### src/sv/gso_pkg.sv
// ----------------------------------------------------------------------------
// Orthonormalizer package
// Shared widths, register indexes and the request bundle of the multiplier.
// ----------------------------------------------------------------------------
package gso_pkg;

  localparam int unsigned MAX_DIMS = 8;
  localparam int unsigned IDX_W    = 3;
  localparam int unsigned ADDR_W   = 2 * IDX_W;
  localparam int unsigned CFG_W    = 4;
  localparam int unsigned CFG_IDX_W = 1;
  localparam int unsigned RAW_W    = 32;
  localparam int unsigned WRK_W    = 48;
  localparam int unsigned INV_W    = 38;

  localparam logic [CFG_IDX_W-1:0] CFG_NUM_DIMS = 1'b0;
  localparam logic [CFG_IDX_W-1:0] CFG_NUM_AXES = 1'b1;

  typedef struct packed {
    logic               start;
    logic signed [63:0] a;
    logic signed [63:0] b;
    logic [6:0]         shift;
  } mul_req_t;

endpackage

### src/sv/gso_mul.sv
// ----------------------------------------------------------------------------
// Shared multiplier
// Signed (a*b)>>s, truncated toward zero and saturated to 64 bits, built from
// four 32x32 partial products accumulated one after another.
// ----------------------------------------------------------------------------
module gso_mul (
  input  logic                   clk_i,
  input  logic                   rst_ni,
  input  gso_pkg::mul_req_t      req_i,
  output logic                   done_o,
  output logic signed [63:0]     res_o
);
  import gso_pkg::*;

  logic [63:0]  ua_q, ub_q;
  logic         neg_q;
  logic [6:0]   s_q;
  logic [127:0] acc_q;
  logic [2:0]   cnt_q;
  logic         busy_q;
  logic         done_q;
  logic signed [63:0] res_q;

  logic [31:0]  opa, opb;
  logic [63:0]  pp;
  logic [127:0] pp_sh;
  logic [127:0] sh_w;
  logic [63:0]  mag;
  logic [63:0]  res_w;

  always_comb begin
    opa = cnt_q[1] ? ua_q[63:32] : ua_q[31:0];
    opb = cnt_q[0] ? ub_q[63:32] : ub_q[31:0];
    pp  = opa * opb;
    case (cnt_q[1:0])
      2'd0:    pp_sh = {64'b0, pp};
      2'd3:    pp_sh = {pp, 64'b0};
      default: pp_sh = {32'b0, pp, 32'b0};
    endcase
    sh_w = acc_q >> s_q;
    if (neg_q) begin
      mag = ((|sh_w[127:64]) || (sh_w[63:0] > 64'h8000_0000_0000_0000)) ?
            64'h8000_0000_0000_0000 : sh_w[63:0];
      res_w = 64'd0 - mag;
    end else begin
      mag   = (|sh_w[127:63]) ? 64'h7FFF_FFFF_FFFF_FFFF : sh_w[63:0];
      res_w = mag;
    end
  end

  always_ff @(posedge clk_i or negedge rst_ni) begin
    if (!rst_ni) begin
      ua_q   <= '0;
      ub_q   <= '0;
      neg_q  <= 1'b0;
      s_q    <= '0;
      acc_q  <= '0;
      cnt_q  <= '0;
      busy_q <= 1'b0;
      done_q <= 1'b0;
      res_q  <= '0;
    end else begin
      done_q <= 1'b0;
      if (req_i.start) begin
        ua_q   <= req_i.a[63] ? 64'd0 - req_i.a : req_i.a;
        ub_q   <= req_i.b[63] ? 64'd0 - req_i.b : req_i.b;
        neg_q  <= req_i.a[63] ^ req_i.b[63];
        s_q    <= req_i.shift;
        acc_q  <= '0;
        cnt_q  <= '0;
        busy_q <= 1'b1;
      end else if (busy_q) begin
        if (cnt_q == 3'd4) begin
          res_q  <= res_w;
          done_q <= 1'b1;
          busy_q <= 1'b0;
        end else begin
          acc_q <= acc_q + pp_sh;
          cnt_q <= cnt_q + 3'd1;
        end
      end
    end
  end

  assign done_o = done_q;
  assign res_o  = res_q;

endmodule

### config.mk
export PLATFORM = sky130hd
export DESIGN_NAME = gso_mul
export DESIGN_NICKNAME = d
export VERILOG_FILES = /design/src/sv/gso_pkg.sv /design/src/sv/gso_mul.sv
export SDC_FILE = /design/constraint.sdc
export NUM_CORES = 2
export LEC_CHECK = 0
export BUFFER_PORTS_ARGS = -buffer_cell sky130_fd_sc_hd__clkbuf_2
export CAP_MARGIN = 25
export CORE_ASPECT_RATIO = 1.4
export CORE_MARGIN = 2
export CORE_UTILIZATION = 60
export CTS_BUF_LIST = sky130_fd_sc_hd__clkbuf_8
export DETAILED_ROUTE_END_ITERATION = 16
export GPL_TIMING_DRIVEN = 0
export PLACE_DENSITY = 0.8
export SLEW_MARGIN = 20
export SYNTH_ARGS = -nofsm -noshare
export SYNTH_HDL_FRONTEND = slang
export SYNTH_SLANG_ARGS = --single-unit
### constraint.sdc
create_clock -name clk_i -period 13.6 [get_ports clk_i]
set_clock_uncertainty 0.1 [all_clocks]
set_input_delay 1.36 -clock clk_i [delete_from_list [all_inputs] [get_ports clk_i]]
set_output_delay 1.36 -clock clk_i [all_outputs]
set_load 0.005 [all_outputs]
==> impl_results.md, run 1 <==
- Routability congestion estimate: 1.203
- Horizontal die dimension: 293.1 um
- GRT Overall Usage: 66.22%
- Row count: 148
- Mapped Area: 70190 um^2
- Height of the die: 408.7 um
- Sequential element share of the synthesized area: 11.87%
- Primary flip-flop cell chosen by synthesis mapping: dfrtp_1
- Area share of the largest cell type after synthesis: 25.58%
- Number of H-tree levels: 2
- Cell types occupying the most area after synthesis: fa_1 26%, dfrtp_1 12%, mux4_2 8.0%
- TritonCTS sink count: 333
- Synthesized net count: 9463
- Clock tree buffer depth: 3
- Share of async-settable or async-resettable flops after synthesis: 100.0%
- Number of synthesis warnings: 0
- Total clock buffers created by CTS: 59
- Starting Density: 60.45%
- HPWL reported at the end of detailed placement: 281900 um
- Type of pin the worst path ends at: sequential cell input
- Endpoint with the least setup slack after the last repair: acc_q[88]$_DFFE_PN0P_/D
- Number of top-level pins: 203
- Number of distinct library cells after synthesis: 101
- Terminating stage of the flow: 5_1_grt
- Congestion Overflow GR: 4
- Number of flops mapped to enable cells by yosys: 0
- Cell taking the most area after synthesis: fa_1
- Run status: stopped before the end
- Number of port buffers: 200
- Mean instance size in the synthesized netlist: 8.744 um^2
- Seq cells post-synth: 333
- Root Buffer: clkbuf_8
- First error: [ERROR GRT-0232] Routing congestion too high. Check the congestion heatmap in the GUI.
- Largest net degree at the start of global routing: 98
- Synthesized netlist cell count: 8027
- CTS Hold Bufs: 0
cell usage after synthesis (78+ instances only):
master and instances:
a21o_1 130, a21oi_1 455, and2_1 88, clkbuf_1 375, dfrtp_1 333, fa_1 897
ha_1 401, inv_1 933, mux2_2 187, mux2i_1 184, mux4_2 249, nand2_1 950
nand3_1 92, nor2_1 950, nor3_1 78, o21ai_0 255, xnor2_1 133, xor2_1 170
kinds of logic after synthesis:
| group | share of synthesized area (%) |
|---|---|
| AND/OR/NAND/NOR | 16.07 |
| flip-flops | 11.87 |
| AO/OA/AOI/OAI | 13.76 |
| XOR/XNOR | 3.781 |
| adder cells (fa/ha/maj) | 32.73 |
| buffers and inverters | 7.952 |
| multiplexers | 13.82 |
repair_timing:
action | 4_1_cts
endpoints found under the hold margin | 0
pin swaps | 8
buffers inserted | 46
cloned | 0
endpoints found under the setup margin | 92
resized for setup | 312
through the flow:
step	util (%)	setup slack [ps]	cell area (um^2)	hold WS (ps)	std cells
after global placement	62.93	-5226	73070	361.3	9727
after detailed placement	63.50	-4723	73730	365.4	9761
after floorplan	-	636.9	70190	367.3	8027
after CTS	65.96	1.884	76590	378.2	9908
metal layers:
metal / overflow / global-route usage, %
met5: 0 / 9.797
met4: 4 / 71.61
met3: 0 / 38.63
met2: 0 / 90.77
met1: 0 / 65.65
==> run 2, diff against run 1 <==
- CORE_ASPECT_RATIO: 1.4 -> unset
- CORE_UTILIZATION: 60 -> 40
- CTS_BUF_LIST: sky130_fd_sc_hd__clkbuf_8 -> unset
- PLACE_DENSITY: 0.8 -> unset
- PLACE_DENSITY_LB_ADDON: unset -> 0.15
- clock period: 13.6 -> 17.68 ns (I/O delays scaled with it)
==> run 2 against run 1 <==
The flow now finishes without violations. Synthesized area stayed put. Synthesized cell count is the same.
==> impl_results.md, run 2 <==
- Flip-flop count of the largest register after layout: 128
- Share of final-layout standard cells stronger than drive strength 1: 11.95%
- Seq cells post-synth: 333 (unchanged)
- Routed Antenna Nets: 0
- Clock tree buffer depth: 3 (unchanged)
- Number of synthesis warnings: 0 (unchanged)
- Primary flip-flop cell chosen by synthesis mapping: dfrtp_1
- Commonest non-fill, non-tap cell in the layout: nand2_1
- Crit-path max FO: 10
- Timing startpoint of the critical path: cnt_q[0]
- Number of H-tree levels: 2 (unchanged)
- Worst-case headroom to the max-slew limit: 21.45%
- Worst hold slack across all endpoints: 378.9 ps
- Startpoint kind of the worst setup timing path: register
- Number of top-level pins: 203 (unchanged)
- Worst reg-to-reg setup slack: 430 ps
- Worst reg2reg path depth: 40
- Violation count after the first detailed-routing iteration: 7470
- Mean routed wirelength per cell: 34.50 um
- WP depth: 40
- Clock-pin transition on the worst setup and hold timing paths: 60 ps
- Horizontal die dimension: 422.9 um (+44%)
- Routability congestion estimate: 1.035 (-14%)
- Startpoint of the lowest-slack register-to-register path: cnt_q[0]
- Hold crit path type: reg -> reg
- Shortest clock period the worst path allows after layout: 17250 ps
- CTS Hold Bufs: 0 (unchanged)
- Area share of the largest cell type after synthesis: 25.58% (unchanged)
- Library cell appearing most often on the critical path: fa_1
- Crit end category: register
- Most instantiated cells after synthesis: 950 x nand2_1, 950 x nor2_1, 933 x inv_1
- Initial antenna violation count: 30
- Wire length after detailed routing: 369500 um
- Total clock buffers created by CTS: 47 (-20%)
- TritonCTS clock tree: yes
- Number of global-route vias before repair: 66530
- Bufs and invs on worst path: 6
- Final critical-path share of the clock period: 97.60%
- Arrival time of data at the critical path endpoint: 17730 ps
- Synthesized net count: 9463 (unchanged)
- Actual transition at the worst max-transition pin: 1178 ps
- Critical R2R Capture: acc_q[95]
- Hold violation count in the final report: 0
- Routed vias/inst: 6.214
- Family with the most delay on the worst path: compound AO/OA/AOI/OAI gates
- Root Buffer: clkbuf_16
- Vias after detailed routing: 66550
- Count of final max-slew check failures: 0
- Number of iterations in the first detailed-routing pass: 7
- Mean instance size in the synthesized netlist: 8.744 um^2 (unchanged)
- Share of async-settable or async-resettable flops after synthesis: 100.0% (unchanged)
- Largest net degree at the start of global routing: 82
- DRC Markers: 0
- End-of-flow core utilization: 44.15%
- Core region area: 174000 um^2
- Row count: 153 (+3.4%)
- Number of flops mapped to enable cells by yosys: 0 (unchanged)
- WP data required: 18150 ps
- Max Clock Freq: 57.95 MHz
- Number of distinct library cells after synthesis: 101 (unchanged)
- Starting Density: 40.33% (-20 points)
- # Max-Cap Violations: 0
- Die ar.: 178800 um^2
- Cell types occupying the most area after synthesis: fa_1 26%, dfrtp_1 12%, mux4_2 8.0%
- Final layout net count: 9760
- Run status: complete, no violations
- Mapped Area: 70190 um^2 (unchanged)
- Global-route wire length before repair: 516900 um
- Clock insertion delay at the later pin of the skew report: 720 ps
- Final setup fails: 0
- Number of port buffers: 200 (unchanged)
- Congestion Overflow GR: 0
- GRT Overall Usage: 40.90%
- Standard cell with the maximum stage delay on the critical path: xnor2_1
- Critical setup path kind: reg -> reg
- Height of the die: 422.9 um (+3.5%)
- HPWL reported at the end of detailed placement: 312000 um (+11%)
- Postcts setup bufs: 0 (-100%)
- Signed area change from the synthesized netlist to the final layout: 9.453%
- TritonCTS sink count: 333 (unchanged)
- RSZ-0062 raised after global routing: no
- Worst setup endpoint: acc_q[95]
- Delay of the slowest cell on the worst path: 910 ps
- Sequential element share of the synthesized area: 11.87% (unchanged)
- Top library cells by usage in the layout, fill and taps aside: 950 x nand2_1, 946 x nor2_1, 933 x inv_1
- Cell taking the most area after synthesis: fa_1
- Reg with most FFs: acc_q
- Synthesized netlist cell count: 8027 (unchanged)
-- run 2: per-layer routing --
layer | vias up | global-route usage, % | wire length, um
met5 | - | 0 | 91
met4 | 12 | 28.52 | 31750
met3 | 968 | 7.967 | 29970
met2 | 3577 | 63.69 | 165200
met1 | 34110 | 51.16 | 142500
li1 | 27880 | - | -
-- run 2: cell type report --
cell class | instances | area [um^2]
sequential | 333 | 8333
clock inverter | 28 | 312.8
clock buffer | 59 | 1291
inverter | 937 | 3520
tap | 2325 | 2909
multi-input combinational | 6268 | 56600
timing repair buffer | 251 | 1702
antenna | 22 | 55.05
fill | 17400 | 97190
buffer | 486 | 2097
-- run 2: what timing repair did --
item	in CTS	in global routing
endpoints found under the setup margin	7	18
pin swaps	0	0
gates resized for setup	3	33
-- run 2: per-stage QoR --
step | instance area, um^2 | setup slack [ps] | TNS [ps] | instances
5_1_grt | 76810 | 0.5222 | 0 | 10710
3_3_place_gp | 74100 | -2296 | -57230 | 10550
3_5_place_dp | 75020 | -375.3 | -1664 | 10590
6_report | 76820 | 425.1 | 0 | 10710
4_1_cts | 76640 | 62.31 | 0 | 10680
2_1_floorplan | 70190 | 4717 | 0 | 8027
-- run 2: logic make-up after synthesis --
kind of cell             count (synthesis)  share of synthesized area, %
flip-flops                             333                         11.87
buffers and inverters                 1426                         7.952
AO/OA/AOI/OAI                         1473                         13.76
multiplexers                           633                         13.82
AND/OR/NAND/NOR                       2561                         16.07
adder cells (fa/ha/maj)               1298                         32.73
XOR/XNOR                               303                         3.781
-- run 2: worst min path at each step --
| stage | end | cells after the start | startpoint | slack (ps) |
|---|---|---|---|---|
| 3_5_place_dp | res_o[9] | 1 | res_o[9] | 370 |
| 2_1_floorplan | res_o[10] | 2 | res_o[10] | 370 |
| 5_1_grt | res_o[23] | 1 | res_o[23] | 420 |
| 6_report | res_o[23] | 1 | res_o[23] | 380 |
| 4_1_cts | res_o[9] | 1 | res_o[9] | 390 |
| 3_3_place_gp | res_o[23] | 1 | res_o[23] | 360 |
Power of run 2 is left out: the tool's default activity adds up to more than one toggle a clock period on the data nets, which glitch-free logic cannot reach.
