[src/sv/gso_pkg.sv]
// ----------------------------------------------------------------------------
// Orthonormalizer package
// Shared widths, register indexes and the request bundle of the multiplier.
// ----------------------------------------------------------------------------
package gso_pkg;

  localparam int unsigned MAX_DIMS = 8;
  localparam int unsigned IDX_W    = 3;
  localparam int unsigned ADDR_W   = 2 * IDX_W;
  localparam int unsigned CFG_W    = 4;
  localparam int unsigned CFG_IDX_W = 1;
  localparam int unsigned RAW_W    = 32;
  localparam int unsigned WRK_W    = 48;
  localparam int unsigned INV_W    = 38;

  localparam logic [CFG_IDX_W-1:0] CFG_NUM_DIMS = 1'b0;
  localparam logic [CFG_IDX_W-1:0] CFG_NUM_AXES = 1'b1;

  typedef struct packed {
    logic               start;
    logic signed [63:0] a;
    logic signed [63:0] b;
    logic [6:0]         shift;
  } mul_req_t;

endpackage

[src/sv/gso_isqrt.sv]
// ----------------------------------------------------------------------------
// Integer square root
// Digit-by-digit square root of a 64-bit value, one result bit a cycle.
// ----------------------------------------------------------------------------
module gso_isqrt (
  input  logic        clk_i,
  input  logic        rst_ni,
  input  logic        start_i,
  input  logic [63:0] x_i,
  output logic        done_o,
  output logic [31:0] res_o
);
  import gso_pkg::*;

  localparam logic [1:0] PH_IDLE  = 2'd0;
  localparam logic [1:0] PH_ALIGN = 2'd1;
  localparam logic [1:0] PH_RUN   = 2'd2;

  logic [1:0]  phase_q;
  logic [63:0] x_q, r_q, bit_q;
  logic        done_q;
  logic [31:0] res_q;
  logic [64:0] sum;

  assign sum = {1'b0, r_q} + {1'b0, bit_q};

  always_ff @(posedge clk_i or negedge rst_ni) begin
    if (!rst_ni) begin
      phase_q <= PH_IDLE;
      x_q     <= '0;
      r_q     <= '0;
      bit_q   <= '0;
      done_q  <= 1'b0;
      res_q   <= '0;
    end else begin
      done_q <= 1'b0;
      unique case (phase_q)
        PH_IDLE: begin
          if (start_i) begin
            x_q     <= x_i;
            r_q     <= '0;
            bit_q   <= 64'h4000_0000_0000_0000;
            phase_q <= PH_ALIGN;
          end
        end
        PH_ALIGN: begin
          if (bit_q > x_q) bit_q <= bit_q >> 2;
          else phase_q <= PH_RUN;
        end
        PH_RUN: begin
          if (bit_q == 64'd0) begin
            res_q   <= r_q[31:0];
            done_q  <= 1'b1;
            phase_q <= PH_IDLE;
          end else begin
            if ({1'b0, x_q} >= sum) begin
              x_q <= 64'({1'b0, x_q} - sum);
              r_q <= (r_q >> 1) + bit_q;
            end else begin
              r_q <= r_q >> 1;
            end
            bit_q <= bit_q >> 2;
          end
        end
        default: phase_q <= PH_IDLE;
      endcase
    end
  end

  assign done_o = done_q;
  assign res_o  = res_q;

endmodule

[config.mk]
export PLATFORM = sky130hd
export DESIGN_NAME = gso_isqrt
export DESIGN_NICKNAME = d
export VERILOG_FILES = /design/src/sv/gso_pkg.sv /design/src/sv/gso_isqrt.sv
export SDC_FILE = /design/constraint.sdc
export NUM_CORES = 1
export LEC_CHECK = 0
export BUFFER_PORTS_ARGS = -buffer_cell sky130_fd_sc_hd__buf_2
export CAP_MARGIN = 20
export CORE_ASPECT_RATIO = 1.4
export CORE_MARGIN = 5
export CORE_UTILIZATION = 40
export CTS_BUF_LIST = sky130_fd_sc_hd__clkbuf_4
export DETAILED_ROUTE_END_ITERATION = 6
export PLACE_DENSITY = 0.55
export RECOVER_POWER = 50
export SETUP_SLACK_MARGIN = 0.15
export SLEW_MARGIN = 20
export SYNTH_ARGS = -nofsm -noshare
export SYNTH_HDL_FRONTEND = slang
export SYNTH_SLANG_ARGS = --single-unit
[constraint.sdc]
create_clock -name clk_i -period 4.95 [get_ports clk_i]
set_clock_uncertainty 0.1 [all_clocks]
set_input_delay 0.2475 -clock clk_i [delete_from_list [all_inputs] [get_ports clk_i]]
set_output_delay 0.2475 -clock clk_i [all_outputs]
set_load 0.005 [all_outputs]
==> metrics.txt, run 1 <==
result of the run=finished with violations; failing checks=max-capacitance violations, max-slew violations, negative setup slack; number of clock buffers inserted by TritonCTS=17; first-pass GRT wire length=104500 um; floorplan die width=188.5 um; initial antenna violation count=1; path class of the lowest-slack min-delay path=in2reg; synth warn=0; number of primary I/O pins=100; CTS tree=done; reg2reg setup slack=-690 ps; floorplan core area=0.04406 sq mm; CTS Root Cell=clkbuf_4; number of iterations in the first detailed-routing pass=7; switching component of the power=7.567 mW; Hold Slack=199.5 ps; number of core rows=91; global route overflow=0; critical register-to-register path startpoint=bit_q[0]$_DFFE_PN0P_; Area contributors post-synth=dfrtp_1 27%, ha_1 12%, xnor2_1 5.2%; measured slew at the worst slew-check pin=2790 ps; Max clock buf depth=2; clock latency reported for the late side of the worst-skew pair=740 ps; die area=0.04899 sq mm; starting utilization of the core area=40.49%; number of hold-slack violations in the final timing report=0; number of clock sinks=195; number of enable flip-flop cells after synthesis=0; setup repair after global routing missed its margin=true; static power due to leakage=11.39 nW; number of nets in the finished design=2997; Setup-failing EPs final=128; placed cell areas=0.02255 sq mm; clock power share=6.7%; relative max-transition margin=-86.03%; WL final=67960 um; Max Slew Vio Count=102; final standard cell utilization of the core=57.97%; Setup crit start=bit_q[0]$_DFFE_PN0P_; power density over the cells=615.4 mW/mm^2; primary flip-flop cell chosen by synthesis mapping=dfrtp_1; # port buffers=99; max-cap check violation count=1; proportion of layout cells with a drive suffix above 1=34.19%; fraction of post-synthesis cell area in the top cell type by area=27.35%; worst path required time=5510 ps; Final period util=113.9%; total negative slack for setup checks=-74690 ps; via count normalized by instance count=5.695; most used cell along the critical path=buf_6; proportion of power drawn by combinational gates=77.2%; count of cell types in the netlist=82; crit start category=flop; number of nets with antenna violations after routing=0; Final min period=5639 ps; clock slew at reported path FFs=220 ps; post-synthesis register bit count=195; top library cells by usage in the layout, fill and taps aside=437 x buf_4, 221 x nand2_1, 192 x dfrtp_1; internal power of the cells=8.153 mW; Routability Congestion=0.9475; type of the worst setup path=reg2reg; worst stage delay on the critical path=450 ps; Chip Height=259.9 um; netlist area before placement=0.01784 sq mm; crit path capture type=flop; Post-synth ARST share=100.0%; WL/cell=20.38 um; Seq pwr share=16.1%; placed wire-length estimate after detailed placement=52760 um; post-route setup slack=-689.4 ps; Area growth syn-to-layout=43.16%; switch share=48.13%; total nets after synthesis=2438; number of global-route vias before repair=19700; CTS HTree Levels=4; starting DRC count in detailed routing=908; leading cell type in the layout, fill and taps excluded=buf_4; beginning of the worst hold path=x_i[58]; cell area after layout=0.02554 sq mm; maximum operating frequency=177.3 MHz; drc violations=0; arrival time worst endpoint=6200 ps; power after layout=15.72 mW; Synth Area per Inst=8.096 sq um; maximum number of pins on one net before global-route repair=102; slowest cell on the critical path=or4_4; synthesized netlist cell count=2204; total number of vias=18990; critical path peak fanout=7; Worst VDD drop=427.3 uV; cell type with the highest aggregate area in the netlist=dfrtp_1; Seq/Total Area, Yosys=27.35%; number of fill cells=4004; aggregate global-route resource usage=26.99%
==> critical path, delay by kind of cell, from the launching register on <==
family	cells	cell delay, ps
AO/OA/AOI/OAI	11	2200
XOR/XNOR	1	170
adder cells (fa/ha/maj)	3	780
buffers and inverters	5	720
flip-flops	1	430
AND/OR/NAND/NOR	6	1180
==> power by group through the flow <==
stage	sequential, mW	clock (mW)	combinational, mW
global placement	2.45	0	9.30
detailed placement	2.45	0	9.41
floorplan	2.26	0	5.80
global route	2.56	1.14	13.0
finish	2.52	1.06	12.1
CTS	2.47	1.08	10.8
==> final timing paths <==
path                                         end  depth (start not counted)
max                          r_q[22]$_DFFE_PN0P_                         26
min                          x_q[58]$_DFFE_PN0P_                          4
max reg2reg                  r_q[22]$_DFFE_PN0P_                         26
min reg2reg                res_o[20]$_DFFE_PN0P_                          1
max in group asynchronous   res_o[8]$_DFFE_PN0P_                          3
min in group asynchronous    x_q[41]$_DFFE_PN0P_                          2
==> repair_timing <==
action	4_1_cts	5_1_grt
setup endpoints to repair	128	128
pin swaps	24	75
hold endpoints to repair	164	0
hold buffers	66	0
gates resized for setup	166	174
buffers inserted	17	17
cloned	8	5
==> flip-flops by register name, summed over array words and instances (netlist names) <==
name	flops
x_q	64
bit_q	32
r_q	64
done_o	1
res_o	32
phase_q	2
==> metal layers <==
metal / GRT usage, % / vias to the layer above / wire length, um
li1: - / 9069 / -
met1: 25.97 / 9248 / 23490
met2: 54.07 / 458 / 37990
met3: 2.726 / 218 / 1740
met4: 16.81 / 0 / 4734
met5: 0 / - / 0
==> logic make-up after synthesis <==
family | after synthesis | share of synthesized area (%)
simple gates | 713 | 19.05
compound gates | 612 | 21.65
xor+xnor | 170 | 8.344
fa+ha+maj | 167 | 11.75
buf+inv | 232 | 5.175
flops | 195 | 27.35
mux | 115 | 6.683
==> cell type report <==
class	instances	area [sq um]	share of cell area (%)
multi-input cells	1777	13720	53.70
repair buffers	665	5498	21.52
flip-flops and latches	195	4883	19.12
well taps	558	698.2	2.733
inverters	107	401.6	1.572
clock inverters	15	216.5	0.8474
clock buffers	17	127.6	0.4996
diodes	1	2.502	0.009796
==> cell usage after synthesis (9+ instances only) <==
cell        n
nor4_1     14
and2_1     12
o21bai_1   28
nor3b_1     9
clkbuf_1   91
o21ai_1    29
buf_2      30
mux2i_1    82
mux2_2     33
and3_1     18
nor3_1     47
xor2_1     65
nand4_1    43
a31oi_1    61
a31o_2     22
nor2_1    162
nand2b_1   15
nand2_1   225
nand3_1    93
o21a_1     14
a211oi_1   14
xnor2_1   105
dfrtp_1   195
nor2b_1    28
a21oi_1   183
inv_1     106
ha_1      166
o31ai_1    15
a21o_1     39
o21ai_0   114
==> through the flow <==
step | setup WS [ps] | instances
after floorplan | -217.6 | 2204
after CTS | -650.8 | 3312
after global routing | -1001 | 3335
final | -689.4 | 3335
after detailed placement | -895.3 | 3189
after global placement | -722.3 | 3189
No activity file was read; power rests on OpenSTA's default activity.
==> run 2, diff against run 1 <==
Settings changed: ABC_AREA from default to 1, CAP_MARGIN 20 to default.
==> run 2 against run 1 <==
  * The run ends with design-rule violations, max-capacitance violations, max-slew violations left
  * Final cell count increased by 52%
  * Critical path depth decreased by 2
  * First-iteration DRC count is 140% higher
  * Synthesized cell count up 80%
  * Synthesized area up 29%
  * Global-route usage up 6.3 points
  * Count of clock-buffer cells in the layout unchanged
  * Register-to-register slack better by 960 ps
  * Sequential share of layout area fell by 1.3 points
  * Wire length rose by 56%
  * Critical path type unchanged
  * Largest cell class unchanged
==> metrics.txt, run 2 <==
Post-synth ARST share=100.0% (unchanged); Hold Slack=215.1 ps (was 199.5 ps); post-synthesis register bit count=195 (unchanged); first-pass GRT wire length=157600 um (was 104500 um); starting utilization of the core area=40.15% (was 40.49%); synthesized netlist cell count=3959 (was 2204); synthesized-area fraction occupied by adder cells=9.122% (was 11.75%); drc violations=2 (was 0); Synth Area per Inst=5.807 sq um (was 8.096 sq um); max-cap check violation count=1 (unchanged); Max Slew Vio Count=116 (was 102); maximum operating frequency=213.7 MHz (was 177.3 MHz); Area growth syn-to-layout=19.44% (was 43.16%); arrival time worst endpoint=5240 ps (was 6200 ps); clock power share=4.8% (was 6.7%); total number of vias=27080 (was 18990); path class of the lowest-slack min-delay path=in2reg (unchanged); synth warn=0 (unchanged); proportion of power drawn by combinational gates=80.7% (was 77.2%); critical register-to-register path startpoint=r_q[50]$_DFFE_PN0P_ (was bit_q[0]$_DFFE_PN0P_); number of iterations in the first detailed-routing pass=7 (unchanged); switch share=59.72% (was 48.13%); fraction of post-synthesis cell area in the top cell type by area=23.41% (was 27.35%); maximum number of pins on one net before global-route repair=117 (was 102); power density over the cells=747.4 mW/mm^2 (was 615.4 mW/mm^2); critical path peak fanout=21 (was 7); cell type with the highest aggregate area in the netlist=nand2_1 (was dfrtp_1); floorplan core area=0.05725 sq mm (was 0.04406 sq mm); placed cell areas=0.02597 sq mm (was 0.02255 sq mm); total nets after synthesis=4193 (was 2438); Worst VDD drop=706.0 uV (was 427.3 uV); list of most frequent post-synthesis cells=1434 x nand2_1, 548 x inv_1, 352 x nor2_1 (was 225 x nand2_1, 195 x dfrtp_1, 183 x a21oi_1); Area contributors post-synth=nand2_1 23%, dfrtp_1 21%, ha_1 9.0% (was dfrtp_1 27%, ha_1 12%, xnor2_1 5.2%); most common cell in the netlist=nand2_1 (unchanged); Setup-failing EPs final=0 (was 128); starting DRC count in detailed routing=2138 (was 908); number of nets with antenna violations after routing=0 (unchanged); leading cell type in the layout, fill and taps excluded=nand2_1 (was buf_4); die area=0.06243 sq mm (was 0.04899 sq mm); number of clock sinks=195 (unchanged); number of global-route vias before repair=27000 (was 19700); largest registers=r_q x64, x_q x64 (unchanged); cell area after layout=0.02746 sq mm (was 0.02554 sq mm); failing checks=design-rule violations, max-capacitance violations, max-slew violations (was max-capacitance violations, max-slew violations, negative setup slack); number of enable flip-flop cells after synthesis=0 (unchanged); crit start category=flop (unchanged); static power due to leakage=14.20 nW (was 11.39 nW); proportion of layout cells with a drive suffix above 1=11.88% (was 34.19%); primary flip-flop cell chosen by synthesis mapping=dfrtp_1 (unchanged); internal power of the cells=8.266 mW (was 8.153 mW); clock slew at reported path FFs=220 ps (about the same); number of primary I/O pins=100 (unchanged); Final period util=94.55% (was 113.9%); Max clock buf depth=2 (unchanged); WL final=106200 um (was 67960 um); multiplexer share of the synthesized area=0.08708% (was 6.683%); Final min period=4680 ps (was 5639 ps); number of clock buffers inserted by TritonCTS=17 (unchanged); dominant combinational cell family by area after synthesis=simple AND/OR/NAND/NOR gates (was compound AO/OA/AOI/OAI gates); complex-gate fraction of the synthesized area=11.55% (was 21.65%); Seq pwr share=14.4% (was 16.1%); initial antenna violation count=2 (was 1); WL/cell=20.90 um (was 20.38 um); share of synthesized cell area in and, or, nand and nor gates=42.76% (was 19.04%); Chip Height=293.7 um (was 259.9 um); number of hold-slack violations in the final timing report=0 (unchanged); global route overflow=0 (unchanged); clock latency reported for the late side of the worst-skew pair=750 ps (was 740 ps); number of nets in the finished design=4557 (was 2997); CTS tree=done (unchanged); via count normalized by instance count=5.331 (was 5.695); floorplan die width=212.6 um (was 188.5 um); beginning of the worst hold path=x_i[6] (was x_i[58]); # port buffers=99 (unchanged); measured slew at the worst slew-check pin=3084 ps (was 2790 ps); number of core rows=104 (was 91); top library cells by usage in the layout, fill and taps aside=1422 x nand2_1, 546 x inv_1, 339 x nor2_1 (was 437 x buf_4, 221 x nand2_1, 192 x dfrtp_1); aggregate global-route resource usage=33.32% (was 26.99%); Routability Congestion=1.026 (was 0.9475); worst path required time=5510 ps (about the same); Seq/Total Area, Yosys=21.23% (was 27.35%); relative max-transition margin=-105.6% (was -86.03%); type of the worst setup path=reg2reg (unchanged); CTS Root Cell=clkbuf_4 (unchanged); count of cell types in the netlist=48 (was 82); setup repair after global routing missed its margin=true (unchanged); result of the run=finished with violations (unchanged); final standard cell utilization of the core=47.95% (was 57.97%); CTS HTree Levels=4 (unchanged); crit path capture type=flop (unchanged); netlist area before placement=0.02299 sq mm (was 0.01784 sq mm); switching component of the power=12.25 mW (was 7.567 mW); placed wire-length estimate after detailed placement=86700 um (was 52760 um); Post-Synth XOR/XNOR Area=4.077% (was 8.344%); Setup crit start=r_q[50]$_DFFE_PN0P_ (was bit_q[0]$_DFFE_PN0P_)
run 2: cell count changes after synthesis, sizes merged, moves of 58 or more:
cell	previous run	this run
a31oi	63	3
xnor2	105	46
nand2	225	1453
nor2	162	359
o21ai	144	256
mux2i	82	2
clkbuf	91	33
nand3	93	320
inv	106	561
run 2: metrics by stage:
stage	TNS, ps	power (mW)	setup WS [ps]	instances
after floorplan	0	12.46	1109	3959
after global placement	-113.7	18.52	-17.48	4967
after detailed placement	-1774	18.52	-101.1	4967
after CTS	0	19.71	163.5	5067
after global routing	0	22.25	128.6	5080
final	0	20.52	269.9	5080
run 2: worst max-delay path: stages, from the launching register on:
cell and delay [ps]:
dfrtp_1 470, ha_1 430, nand2_1 110, nor2_1 250, nand2_1 160, nor2_2 290, nand4_1 340, nand2_2 210
xor2_2 170, ha_1 270, buf_4 160, nand2_2 90, inv_1 60, a21oi_2 150, nor2_1 70, o21bai_1 200
nand3_2 150, nand2_4 150, nand3_4 140, nand2_8 150, inv_4 50, buf_12 160, buf_4 140, nand2_1 60
nand2_1 50
run 2: logic make-up after synthesis:
group,count (synthesis)
AOI/OAI and AO/OA,500
adders and majority gates,167
and+or+nand+nor,2342
buffers and inverters,646
muxes,2
xor gates and xnor gates,107
DFF,195
run 2: path summary, 6_finish.rpt:
path	to	slack [ps]	cells past startpoint
setup reg to reg	x_q[20]$_DFFE_PN0P_	270	24
setup / recovery	x_q[20]$_DFFE_PN0P_	270	24
hold reg to reg	res_o[2]$_DFFE_PN0P_	410	2
hold / removal	x_q[6]$_DFFE_PN0P_	220	6
min in group asynchronous	res_o[17]$_DFFE_PN0P_	910	2
max in group asynchronous	x_q[41]$_DFFE_PN0P_	1980	2
run 2: repair_timing:
action                                 in CTS  in global routing
gates cloned                                1                  1
hold buffers                               66                  0
setup endpoints to repair                 127                128
setup buffers                               1                 10
endpoints found under the hold margin     181                  0
resized for setup                          10                 91
pin swaps                                   3                 15
run 2: cell type report:
type / count / area (sq um)
multi-input cells: 3118 / 15900
repair buffers: 428 / 3314
inverters: 563 / 2116
clock buffers: 17 / 127.6
flip-flops and latches: 195 / 4881
fillers: 6415 / 29800
well taps: 742 / 928.4
clock inverters: 15 / 180.2
diodes: 2 / 5.005
run 2: power by group through the flow:
stage	logic, mW	registers, mW	clock network [mW]
2_1_floorplan	9.68	2.78	0
3_3_place_gp	15.6	2.97	0
3_5_place_dp	15.6	2.96	0
4_1_cts	15.8	2.93	1.02
5_1_grt	18.1	3.04	1.07
6_report	16.6	2.96	0.987
run 2: routing by layer:
metal  vias up  routed length (um)  part of all wire, %  global-route usage [%]
li1      13390                   -                    -                       -
met3       293                4237                  4.0                   3.146
met4         0                8329                  7.8                   22.07
met1     12580               42260                   40                   38.97
met2       812               51330                   48                   57.63
met5         -                   0                    0                       0
