--- config.mk ---
export PLATFORM = sky130hd
export DESIGN_NAME = gso_recip
export DESIGN_NICKNAME = d
export VERILOG_FILES = /design/src/sv/gso_pkg.sv /design/src/sv/gso_recip.sv
export SDC_FILE = /design/constraint.sdc
export NUM_CORES = 1
export LEC_CHECK = 0
export BUFFER_PORTS_ARGS = -buffer_cell sky130_fd_sc_hd__buf_2
export CORE_ASPECT_RATIO = 0.6
export CORE_UTILIZATION = 59
export CTS_CLUSTER_DIAMETER = 100
export DETAILED_ROUTE_END_ITERATION = 7
export PLACE_DENSITY_LB_ADDON = 0.2
export SLEW_MARGIN = 20
export SYNTH_ARGS = -nofsm -noshare
export SYNTH_HDL_FRONTEND = slang
export SYNTH_SLANG_ARGS = --single-unit
--- constraint.sdc ---
create_clock -name clk_i -period 4.1 [get_ports clk_i]
set_input_delay 0.41 -clock clk_i [delete_from_list [all_inputs] [get_ports clk_i]]
set_output_delay 0.41 -clock clk_i [all_outputs]
set_load 0.05 [all_outputs]
--- src/sv/gso_pkg.sv ---
// ----------------------------------------------------------------------------
// Orthonormalizer package
// Shared widths, register indexes and the request bundle of the multiplier.
// ----------------------------------------------------------------------------
package gso_pkg;

  localparam int unsigned MAX_DIMS = 8;
  localparam int unsigned IDX_W    = 3;
  localparam int unsigned ADDR_W   = 2 * IDX_W;
  localparam int unsigned CFG_W    = 4;
  localparam int unsigned CFG_IDX_W = 1;
  localparam int unsigned RAW_W    = 32;
  localparam int unsigned WRK_W    = 48;
  localparam int unsigned INV_W    = 38;

  localparam logic [CFG_IDX_W-1:0] CFG_NUM_DIMS = 1'b0;
  localparam logic [CFG_IDX_W-1:0] CFG_NUM_AXES = 1'b1;

  typedef struct packed {
    logic               start;
    logic signed [63:0] a;
    logic signed [63:0] b;
    logic [6:0]         shift;
  } mul_req_t;

endpackage

--- src/sv/gso_recip.sv ---
// ----------------------------------------------------------------------------
// Reciprocal unit
// Normalizes a positive self-dot one bit a cycle, then divides 2^62-1 by its
// top 32 bits one quotient bit a cycle. Result packs shift and mantissa.
// ----------------------------------------------------------------------------
module gso_recip (
  input  logic                         clk_i,
  input  logic                         rst_ni,
  input  logic                         start_i,
  input  logic signed [63:0]           self_i,
  output logic                         done_o,
  output logic [gso_pkg::INV_W-1:0]    res_o
);
  import gso_pkg::*;

  localparam logic [1:0] PH_IDLE = 2'd0;
  localparam logic [1:0] PH_NORM = 2'd1;
  localparam logic [1:0] PH_DIV  = 2'd2;

  logic [1:0]  phase_q;
  logic [63:0] dn_q;
  logic [5:0]  sh_q;
  logic [31:0] rem_q;
  logic [31:0] quo_q;
  logic [5:0]  cnt_q;
  logic        done_q;
  logic [INV_W-1:0] res_q;

  logic [32:0] trial;
  logic        take;
  logic [31:0] quo_nx;

  always_comb begin
    trial  = {rem_q, 1'b1};
    take   = trial >= {1'b0, dn_q[63:32]};
    quo_nx = {quo_q[30:0], take};
  end

  always_ff @(posedge clk_i or negedge rst_ni) begin
    if (!rst_ni) begin
      phase_q <= PH_IDLE;
      dn_q    <= '0;
      sh_q    <= '0;
      rem_q   <= '0;
      quo_q   <= '0;
      cnt_q   <= '0;
      done_q  <= 1'b0;
      res_q   <= '0;
    end else begin
      done_q <= 1'b0;
      unique case (phase_q)
        PH_IDLE: begin
          if (start_i) begin
            if (self_i[63] || (self_i == 64'sd0)) begin
              res_q  <= '0;
              done_q <= 1'b1;
            end else begin
              dn_q    <= self_i;
              sh_q    <= '0;
              phase_q <= PH_NORM;
            end
          end
        end
        PH_NORM: begin
          if (dn_q[63]) begin
            rem_q   <= '0;
            quo_q   <= '0;
            cnt_q   <= '0;
            phase_q <= PH_DIV;
          end else begin
            dn_q <= {dn_q[62:0], 1'b0};
            sh_q <= sh_q + 6'd1;
          end
        end
        PH_DIV: begin
          rem_q <= take ? 32'(trial - {1'b0, dn_q[63:32]}) : trial[31:0];
          quo_q <= quo_nx;
          cnt_q <= cnt_q + 6'd1;
          if (cnt_q == 6'd61) begin
            res_q   <= {sh_q, quo_nx};
            done_q  <= 1'b1;
            phase_q <= PH_IDLE;
          end
        end
        default: phase_q <= PH_IDLE;
      endcase
    end
  end

  assign done_o = done_q;
  assign res_o  = res_q;

endmodule

==> impl_results.md, run 1 <==
* Outcome: finished with violations
* Violated checks: DRC
* Most frequent cells in the layout: dfrtp_1 (180), buf_2 (104), inv_1 (101), a22o_1 (69), nand2_1 (63)
* Tmin final at 3.58 ns
* # rows at 34
* Final Net Count at 1068
* Peak supply drop at 0.340 mV
* Critical setup path kind: reg -> reg
* Setup ws final at 0.525 ns
* Die area at 15900 sq um
* Worst-path fanout max at 9
* Cells along the critical path: inv_1, ha_1, inv_1, fa_1, a211oi_2, o21ai_2, a2111oi_2, o31a_1, nor2_4, o211ai_2, and2_1, buf_4, nand2b_1, o21ai_1
* Worst-margin pin slew at 1.11 ns
* Pwr/cell area at 661 nW/um^2
* Synth Flop Type: dfrtp_1
* Critical Path End Type: register
* CTS tree: done
* Die Width at 162 microns
* First-pass GRT wire length at 37.0 mm
* Final hold violations at 0
* RSZ-0062 raised after global routing: no
* WP data arrival at 3.88 ns
* LEAKAGE at 5.44 nW
* Setup TNS at 0 ns
* Post-synthesis sequential area ratio at 49.7%
* Syn Area/Cell at approximately 10 sq um
* Worst setup startpoint: rem_q[0]
* # DRC at 22
* Worst R2R Setup Slack at about 0.52 ns
* Final worst-path cycle share at 87.2%
* Final ANT Viol Nets at 0
* Startpoint types: register
* Grt ovf at 0
* Synth async-reset ratio at 100%
* Initial antenna violation count at 0
* CP most frequent cell: inv_1
* Worst r2r dst: rem_q[23]
* Distinct cells, synth at 53
* Post-Syn Nets at 984
* Final setup vio count at 0
* All-layer global routing usage at 30.1%
* Yosys reg bits at 180
* Clk slew on worst S/H paths at 0.07 ns
* Mapped cell area at 9060 sq um
* HP Class: in -> async
* Routed vias at 7537
* Number of post-CTS setup repair buffers at 0
* Max_cap viols at 0
* Io pins at 106
* Number of global-route vias before repair at 6865
* Synth Warn # at 0
* Area grow syn2layout at 14.6%
* Max Clk Rate at about 280 MHz
* Slew Viols, Final at 0
* Clk buf depth at 2
* Hold buffers post-CTS at 0
* Slowest cell on crit path: and2_1
* GP Congestion at 0.989
* Commonest non-fill, non-tap cell in the layout: dfrtp_1
* DR pass1 iterations at 8
* Post-synth EDFFs at 0
* Input/output buffers at 105
* Ant diodes at 0
* Crit-path max cell delay at 0.44 ns
* Detailed Route Iter0 Violations at 853
* Pin count of the biggest net entering global routing at between 100 and 150
* CP required at 4.41 ns
* CTS Buf Count at 17
* TritonCTS Sinks at 180
* Routed vias/inst at ~6.4
* H-tree depth at 4
* CTS resizes at 0
* Slew headroom at between 20% and 30%
* Post-Synthesis Cells at around 880
* Drt wl/cell at 19.5 microns
* Share of cells above drive strength 1 at 17.0%
* Initial Util at between 60% and 70%
* Core Area at between 10000 and 15000 sq um
* Die H at ~98 microns
* Post-DP HPWL at 16.0 mm
* Final Skew at about 0.014 ns
* Drt total wl at 23.0 mm
* Clk root buf: clkbuf_16
* Clk_lat worst skew at 0.43 ns
* RR Startpoint: rem_q[0]
* Cells on worst reg2reg path at 14
* Post-Place Setup Slack at 0.566 ns
-- cells in the mapped netlist, types with 2 or more instances --
library cell	count	share of area (%)
dfrtp_1	180	50
inv_1	101	4.2
a22o_1	69	6.7
nand2_1	64	2.7
a222oi_1	57	6.3
a21oi_1	53	2.9
clkbuf_1	46	1.9
o21ai_1	35	1.9
ha_1	34	4.7
nor2_1	30	1.2
a21o_1	22	1.8
mux2i_1	21	2.3
nor4_1	19	1.3
o21ai_0	18	0.99
xnor2_1	18	1.7
nand3_1	11	0.61
xor2_1	11	1.1
a32oi_1	9	0.87
nand4_1	9	0.62
a221oi_1	8	0.77
a31oi_1	7	0.48
nor3_1	5	0.28
a211oi_1	4	0.33
nand2b_1	4	0.28
nor2b_1	4	0.28
o21a_1	4	0.33
and3_1	3	0.21
buf_1	3	0.12
buf_6	3	0.37
or3_1	3	0.21
and2_1	2	0.14
nor3b_1	2	0.17
o211ai_2	2	0.28
o21bai_1	2	0.17
-- stage by stage --
step | cell area, sq um | power, mW | utilization, % | instances | hold slack (ns)
final | 10400 | 6.86 | 70.4 | 1177 | 0.0393
after global routing | 10400 | 7.28 | 70.4 | 1177 | 0.131
after CTS | 10400 | 6.82 | 70.4 | 1177 | 0.105
after detailed placement | 9790 | 5.14 | 66.3 | 1145 | 0.477
after global placement | 9790 | 5.10 | 66.3 | 1145 | 0.475
after floorplan | 9060 | 4.46 | - | 882 | 0.114
-- registers in the layout, indices dropped and copies added (netlist names) --
signal   flops
done_o       1
quo_q       31
phase_q      2
cnt_q        6
rem_q       32
res_o       38
dn_q        64
sh_q         6
-- area by class of cell --
class                      count  area (sq um)
sequential                   180          4500
fill                        1070          4370
multi-input combinational    548          3990
timing repair buffer         118           667
clock buffer                  18           439
inverter                     101           379
tap                          198           248
clock inverter                14           164
-- worst max-delay path, delay by kind of cell (launching register included) --
family	cells	cell delay, ns
AND/OR/NAND/NOR	3	0.75
adder cells (fa/ha/maj)	2	0.58
buffers and inverters	3	0.35
AO/OA/AOI/OAI	6	1.35
flip-flops	1	0.40
-- how the worst max path moves through the flow --
stage	endpoint	depth (start not counted)	slack, ns
6_report	rem_q[23]	14	0.52
2_1_floorplan	rem_q[4]	15	1.10
3_5_place_dp	rem_q[22]	14	0.57
4_1_cts	rem_q[23]	14	0.50
3_3_place_gp	sh_q[4]	11	0.60
5_1_grt	rem_q[24]	14	0.22
-- where the power goes --
part / switching, mW / internal [mW]
Clock: 0.808 / 0.837
Sequential: 0.322 / 2.17
Combinational: 1.69 / 1.04
Total: 2.82 / 4.04
-- cell families after synthesis --
| logic type | synth area share (%) |
|---|---|
| compound gates | 25.2 |
| flops | 49.7 |
| simple gates | 8.28 |
| buf+inv | 6.64 |
| fa+ha+maj | 4.91 |
| xor+xnor | 2.80 |
| mux | 2.44 |
-- per-layer routing --
metal  vias up  routed length [microns]  track usage, %
met4         0                      229            6.46
met5         -                        0               0
met3        22                     2550            9.47
li1       3473                        -               -
met1      3656                    11200            48.8
met2       386                     8970            38.5
Note: power is estimated with default switching activity, not from simulation.
==> run 2, diff against run 1 <==
- PLACE_DENSITY: default -> 0.81
- PLACE_DENSITY_LB_ADDON: 0.2 -> default
==> run 2 against run 1 <==
  * The run ends with DRC, hold timing left
  * Routed wire length is 3.1% higher
  * Global-route usage is 1.5 points higher
  * Count of clock-buffer cells in the layout unchanged
  * Sequential power about the same
  * Utilization up 0.35 points
  * Fmax up 5.4%
  * Total power up 2.1%
  * Cell area grew 0.49%
  * Via count rose by 1.8%
  * Critical endpoint is now rem_q[15]
  * Largest power group unchanged
==> impl_results.md, run 2 (synthesis results as in run 1) <==
* Outcome: finished with violations
* Violated checks: DRC, hold timing
* Die area at 15900 sq um (unchanged)
* Initial antenna violation count at 1 (+1)
* FF/Latch Area at 4500 sq um (unchanged)
* HP Class: in -> async
* Setup ws final at 0.707 ns (+0.182 ns)
* Core Area at 14800 sq um (unchanged)
* Max Clk Rate at 295 MHz (+5.4%)
* Final setup vio count at 0 (unchanged)
* Final hold violations at 5 (+5)
* Commonest non-fill, non-tap cell in the layout: dfrtp_1
* Detailed Route Iter0 Violations at 1114 (+31%)
* Critical setup path kind: reg -> reg
* Grt ovf at 0 (unchanged)
* Int Pwr at 4.17 mW (+3.1%)
* Initial Util at 61.4% (unchanged)
* Input/output buffers at 105 (unchanged)
* Layout Utilization at 70.7% (+0.35 points)
* Net switching power at 2.84 mW (+0.60%)
* Met3 Track Usage GR at 7.77% (-1.7 points)
* Number of flip-flops in the largest register at 64 (unchanged)
* LEAKAGE at 5.47 nW (+0.57%)
* CP required at 4.37 ns (-0.04 ns)
* Peak supply drop at 0.371 mV (+9.1%)
* Pwr/cell area at 671 nW/um^2 (+1.6%)
* Max_cap viols at 0 (unchanged)
* Top delay family on crit path: compound AO/OA/AOI/OAI gates
* Post-Place Setup Slack at 0.716 ns (+0.150 ns)
* Final Net Count at 1070 (+0.19%)
* Most frequent cells in the layout: dfrtp_1 (180), buf_2 (104), inv_1 (101), a22o_1 (69), nand2_1 (63)
* Die Width at 162 microns (unchanged)
* Worst R2R Setup Slack at 0.71 ns (+0.18 ns)
* Critical Path End Type: register
* Clk slew on worst S/H paths at 0.07 ns (about the same)
* WP data arrival at 3.67 ns (-0.21 ns)
* CTS resizes at 0 (unchanged)
* Final ANT Viol Nets at 0 (unchanged)
* H-tree depth at 4 (unchanged)
* Crit-path max cell delay at 0.44 ns (about the same)
* Io pins at 106 (unchanged)
* Reg power frac at 35.6% (-0.7 points)
* Drt total wl at 23.7 mm (+3.1%)
* Clk root buf: clkbuf_16
* TritonCTS Sinks at 180 (unchanged)
* Startpoint types: register
* Slew headroom at 34.7% (+8.9 points)
* Setup TNS at 0 ns (unchanged)
* Clock Power Share at 25.1% (+1.1 points)
* Final worst-path cycle share at 82.8% (-4.4 points)
* DR pass1 iterations at 8 (unchanged)
* Drt wl/cell at 20.1 microns (+2.9%)
* Pin count of the biggest net entering global routing at 80 (-21%)
* Grt met2 use at 40.4% (+2.0 points)
* Power share of the combinational group at 39.3% (-0.4 points)
* Cells along the critical path: inv_1, ha_1, inv_1, fa_1, a211oi_2, o21ai_2, a2111oi_2, o31a_1, nor2_4, o211ai_2, and2_1, buf_4, mux2i_1, o21ai_1
* # rows at 34 (unchanged)
* Worst-path fanout max at 25 (+16)
* Slowest cell on crit path: fa_1
* Grt met1 use at 51.9% (+3.2 points)
* Total power at 7.01 mW (+2.1%)
* Number of post-CTS setup repair buffers at 0 (unchanged)
* Ant diodes at 0 (unchanged)
* Largest reg by FF count: dn_q
* Routed vias at 7672 (+1.8%)
* CTS Buf Count at 17 (unchanged)
* Sw Share at 40.5% (-0.60 points)
* Final Skew at 0.0166 ns (+0.00231 ns)
* Number of global-route vias before repair at 7269 (+5.9%)
* Slew Viols, Final at 0 (unchanged)
* Clk buf depth at 2 (unchanged)
* Layout fillers at 1032 (-3.6%)
* Tmin final at 3.39 ns (-0.182 ns)
* Top Usage Layer GRT: met1
* All-layer global routing usage at 31.6% (+1.5 points)
* CTS tree: done
* Worst-margin pin slew at 0.978 ns (-0.135 ns)
* Share of cells above drive strength 1 at 17.0% (+0.067 points)
* First-pass GRT wire length at 39.2 mm (+5.8%)
* CP most frequent cell: inv_1
* Clk_lat worst skew at 0.44 ns (about the same)
* Routed vias/inst at 6.51 (+1.6%)
* Multi-input logic area at 3990 sq um (about the same)
* Hold slack final at -0.0136 ns (-0.0529 ns)
* Post-DP HPWL at 16.4 mm (+2.3%)
* Area grow syn2layout at 15.2%
* Hold buffers post-CTS at 0 (unchanged)
* RSZ-0062 raised after global routing: no
* Buffer and inverter count on the worst path at 3 (unchanged)
* GP Congestion at 0.954 (-3.5%)
* # DRC at 13 (-41%)
* Die H at 98.0 microns (unchanged)
-- run 2: cell types whose count changed in the layout (fill, tap and decap cells not counted), sizes merged --
| cell | previous run | this run |
|---|---|---|
| clkinv | 6 | 3 |
| clkinvlp | 3 | 1 |
| buf | 118 | 120 |
| inv | 106 | 109 |
| bufinv | 0 | 2 |
-- run 2: power groups by stage --
stage               registers (mW)  clock network, mW  logic [mW]
floorplan                     2.41                  0        2.05
global placement              2.49                  0        2.59
detailed placement            2.50                  0        2.67
CTS                           2.48               1.78        2.70
global route                  2.54               1.85        3.05
finish                        2.49               1.76        2.75
-- run 2: worst paths after layout --
kind,start,to,cells after the start
worst min register to register,res_o[10],res_o[10],1
worst min-delay path,rst_ni,rem_q[14],1
worst max-delay path,rem_q[0],rem_q[15],14
worst max register to register,rem_q[0],rem_q[15],14
max in group asynchronous,rst_ni,sh_q[5],2
min in group clk_i,self_i[21],dn_q[21],3
-- run 2: worst reg2reg max path: cells and delay by family, from the launching register on --
family,cells,cell delay (ns)
compound gates,6,1.27
fa+ha+maj,2,0.60
buf+inv,3,0.50
flops,1,0.41
mux,1,0.25
simple gates,2,0.23
-- run 2: cell type report --
type / count / share of cell area [%]
clock inverter: 14 / 1.98
tap: 198 / 2.37
sequential: 180 / 43.1
multi-input combinational: 548 / 38.2
timing repair buffer: 120 / 6.53
clock buffer: 18 / 4.11
inverter: 101 / 3.63
-- run 2: stage by stage --
stage / hold WS (ns) / area (sq um) / cells
after floorplan: 0.114 / 9060 / 882
after global placement: 0.476 / 9800 / 1147
after detailed placement: 0.477 / 9800 / 1147
after CTS: 0.0372 / 10400 / 1179
after global routing: 0.0691 / 10400 / 1179
final: -0.0136 / 10400 / 1179
-- run 2: metal layers --
metal	part of all wire [%]	vias to the layer above
met4	1.5	2
met2	40	421
met3	11	38
met1	47	3742
li1	-	3469
met5	0.046	-
==> run 3, diff against run 2 <==
- ABC_AREA: default -> 1
- CORE_UTILIZATION: 59 -> 60
- clock period: 4.1 -> 3.4 ns (I/O delays scaled with it)
==> run 3 against run 2 <==
  * The flow now finishes without violations
  * Largest cell class is now multi-input gates
  * Critical path type unchanged
  * Register-to-register slack barely moved
  * Global-route usage rose by 0.35 points
  * Combinational power fell by 95%
  * Critical endpoint is now rem_q[3]
==> impl_results.md, run 3 <==
* Worst R2R Setup Slack at 0.70 ns (about the same)
* Clk root buf: clkbuf_16
* Distinct cells, synth at 37 (-30%)
* Max_cap viols at 0 (unchanged)
* Grt ovf at 0 (unchanged)
* Worst-path fanout max at 24 (-4.0%)
* Startpoint types: register
* Final hold violations at 0 (-5)
* Detailed Route Iter0 Violations at 1187 (+6.6%)
* Share of cells above drive strength 1 at 10.6% (-6.4 points)
* Area grow syn2layout at 10.6%
* Pin count of the biggest net entering global routing at 100 (+25%)
* Mapped cell area at 11200 sq um (+23%)
* Post-synth EDFFs at 0 (unchanged)
* Clk_lat worst skew at 0.44 ns (about the same)
* Slew Viols, Final at 0 (unchanged)
* Post-Synthesis Cells at 1629 (+85%)
* Synth top area cells: dfrtp_1 (40%), nand2_1 (20%), inv_1 (9.7%), nand3_1 (8.9%), ha_1 (3.8%)
* Routed vias/inst at 5.45 (-16%)
* Core Area at 18200 sq um (+23%)
* Tmin final at 2.70 ns (-0.696 ns)
* Drt total wl at 29.5 mm (+24%)
* List of most frequent post-synthesis cells: nand2_1 (588), inv_1 (289), nand3_1 (198), dfrtp_1 (180), o22ai_1 (60)
* Most frequent cells in the layout: nand2_1 (588), inv_1 (289), nand3_1 (198), dfrtp_1 (180), buf_2 (104)
* Input/output buffers at 105 (unchanged)
* # rows at 38 (+12%)
* Final worst-path cycle share at 79.3% (-3.4 points)
* Most frequent cell after synthesis: nand2_1
* Drt wl/cell at 15.1 microns (-25%)
* First-pass GRT wire length at 47.5 mm (+21%)
* TritonCTS Sinks at 180 (unchanged)
* Critical Path End Type: register
* WP data arrival at 3.00 ns (-0.67 ns)
* All-layer global routing usage at 31.9% (+0.35 points)
* Final Skew at 0.00902 ns (-0.00762 ns)
* Setup TNS at 0 ns (unchanged)
* Die H at 108 microns (+9.9%)
* Top-area cell type share of the netlist area at 40.3% (-9.4 points)
* CTS Buf Count at 17 (unchanged)
* Io pins at 106 (unchanged)
* Routed vias at 10.7k (+39%)
* Peak supply drop at 0.336 mV (-9.5%)
* H-tree depth at 4 (unchanged)
* Clk slew on worst S/H paths at 0.07 ns (about the same)
* CTS resizes at 0 (unchanged)
* Final ANT Viol Nets at 0 (unchanged)
* Initial antenna violation count at 0 (-1)
* GP Congestion at 0.976 (+2.3%)
* Pwr/cell area at 344 nW/um^2 (-49%)
* Worst-margin pin slew at 0.971 ns (-0.00735 ns)
* Synth async-reset ratio at 100% (unchanged)
* Post-DP HPWL at 20.7 mm (+26%)
* # DRC at 0 (-13)
* Synth area leader: dfrtp_1
* Synth Warn # at 0 (unchanged)
* Initial Util at 61.5% (+0.13 points)
* Hold slack final at 0.204 ns (+0.218 ns)
* Final setup vio count at 0 (unchanged)
* Syn Area/Cell at 6.86 sq um (-33%)
* Number of global-route vias before repair at 9391 (+29%)
* Yosys reg bits at 180 (unchanged)
* Die Width at 178 microns (+10%)
* Commonest non-fill, non-tap cell in the layout: nand2_1
* Number of flip-flops in the largest register at 64 (unchanged)
* RSZ-0062 raised after global routing: no
* CTS tree: done
* Die area at 19200 sq um (+21%)
* Clk buf depth at 2 (unchanged)
* Outcome: finished, final reports clean
* Critical setup path kind: reg -> reg
* DR pass1 iterations at 6 (-2)
* Synth Flop Type: dfrtp_1
* Final Net Count at 1805 (+69%)
* HP Class: in -> reg
* Max Clk Rate at 371 MHz (+26%)
* Largest reg by FF count: dn_q
* Post-synthesis sequential area ratio at 40.3% (-9.4 points)
* CP required at 3.71 ns (-0.66 ns)
* Slew headroom at 35.3% (+0.63 points)
* LEAKAGE at 7.06 nW (+29%)
* Post-Syn Nets at 1731 (+76%)
==> run 3: cell types whose count changed in the layout (fill, tap and decap cells not counted), moves of 23 or more <==
cell / change
nand2_1: +525
inv_1: +188
nand3_1: +187
a22o_1: -68
o22ai_1: +60
a222oi_1: -57
a21oi_1: -31
nor2_1: +24
o21ai_0: +24
o21ai_1: -23
==> run 3: path summary, 6_finish.rpt <==
path / depth (start not counted) / from / to
worst max-delay path: 15 / rem_q[0] / rem_q[3]
worst min-delay path: 3 / self_i[0] / dn_q[0]
worst max register to register: 15 / rem_q[0] / rem_q[3]
worst min register to register: 2 / quo_q[8] / res_o[9]
max in group asynchronous: 3 / rst_ni / rem_q[15]
min in group asynchronous: 2 / rst_ni / dn_q[23]
==> run 3: final cells by class <==
| type | count | area [sq um] |
|---|---|---|
| diodes | 1 | 2.50 |
| flip-flops and latches | 180 | 4500 |
| inverters | 296 | 1110 |
| repair buffers | 121 | 667 |
| clock buffers | 20 | 457 |
| fillers | 1568 | 5800 |
| clock inverters | 12 | 118 |
| well taps | 240 | 300 |
| multi-input cells | 1087 | 5210 |
==> run 3: cell families (layout without fill, tap and decap cells) <==
kind of cell | count (synthesis) | in the layout | share of synthesized area (%)
other cells | 0 | 1 | 0
flops | 180 | 180 | 40.3
fa+ha+maj | 35 | 35 | 3.99
compound gates | 140 | 140 | 7.20
simple gates | 895 | 895 | 34.1
buf+inv | 362 | 449 | 13.1
xor+xnor | 17 | 17 | 1.33
==> run 3: layer usage <==
layer / part of all wire [%] / track usage (%) / vias up
met5: 0 / 0 / -
met3: 11 / 6.29 / 23
li1: - / - / 5230
met1: 49 / 51.8 / 4943
met4: 0.87 / 7.08 / 0
met2: 39 / 42.7 / 465
==> run 3: through the flow <==
| stage | instances | setup WS (ns) | util [%] | power [mW] | area, sq um |
|---|---|---|---|---|---|
| floorplan | 1629 | 1.22 | - | 2.23 | 11200 |
| CTS | 1956 | 0.769 | 68.1 | 4.26 | 12400 |
| global placement | 1923 | 0.918 | 64.9 | 2.32 | 11800 |
| detailed placement | 1923 | 0.789 | 64.9 | 2.32 | 11800 |
| global route | 1956 | 0.519 | 68.1 | 4.38 | 12400 |
| finish | 1957 | 0.703 | 68.1 | 4.25 | 12400 |
==> run 3: worst max-delay path: stages, from the launching register on <==
cell     delay (ns)
dfrtp_1        0.37
inv_1          0.08
ha_1           0.16
inv_1          0.08
fa_1           0.46
nand3_1        0.12
nand3_1        0.16
nand2_1        0.10
nand2_1        0.10
nand2_1        0.12
nand2_2        0.08
nand2_4        0.08
buf_4          0.31
nand3_1        0.14
nand3_1        0.10
o21ai_0        0.09
==> run 3: timing repair <==
item,4_1_cts,5_1_grt
setup buffers,0,0
hold buffers,1,0
endpoints found under the hold margin,77,0
==> run 3: where the power goes <==
group / switching, mW / total, mW / internal (mW) / leakage (nW)
sequential: 0 / 2.14 / 2.14 / 2.08
combinational: 0.0898 / 0.142 / 0.0525 / 4.71
clock: 0.910 / 1.97 / 1.06 / 0.270
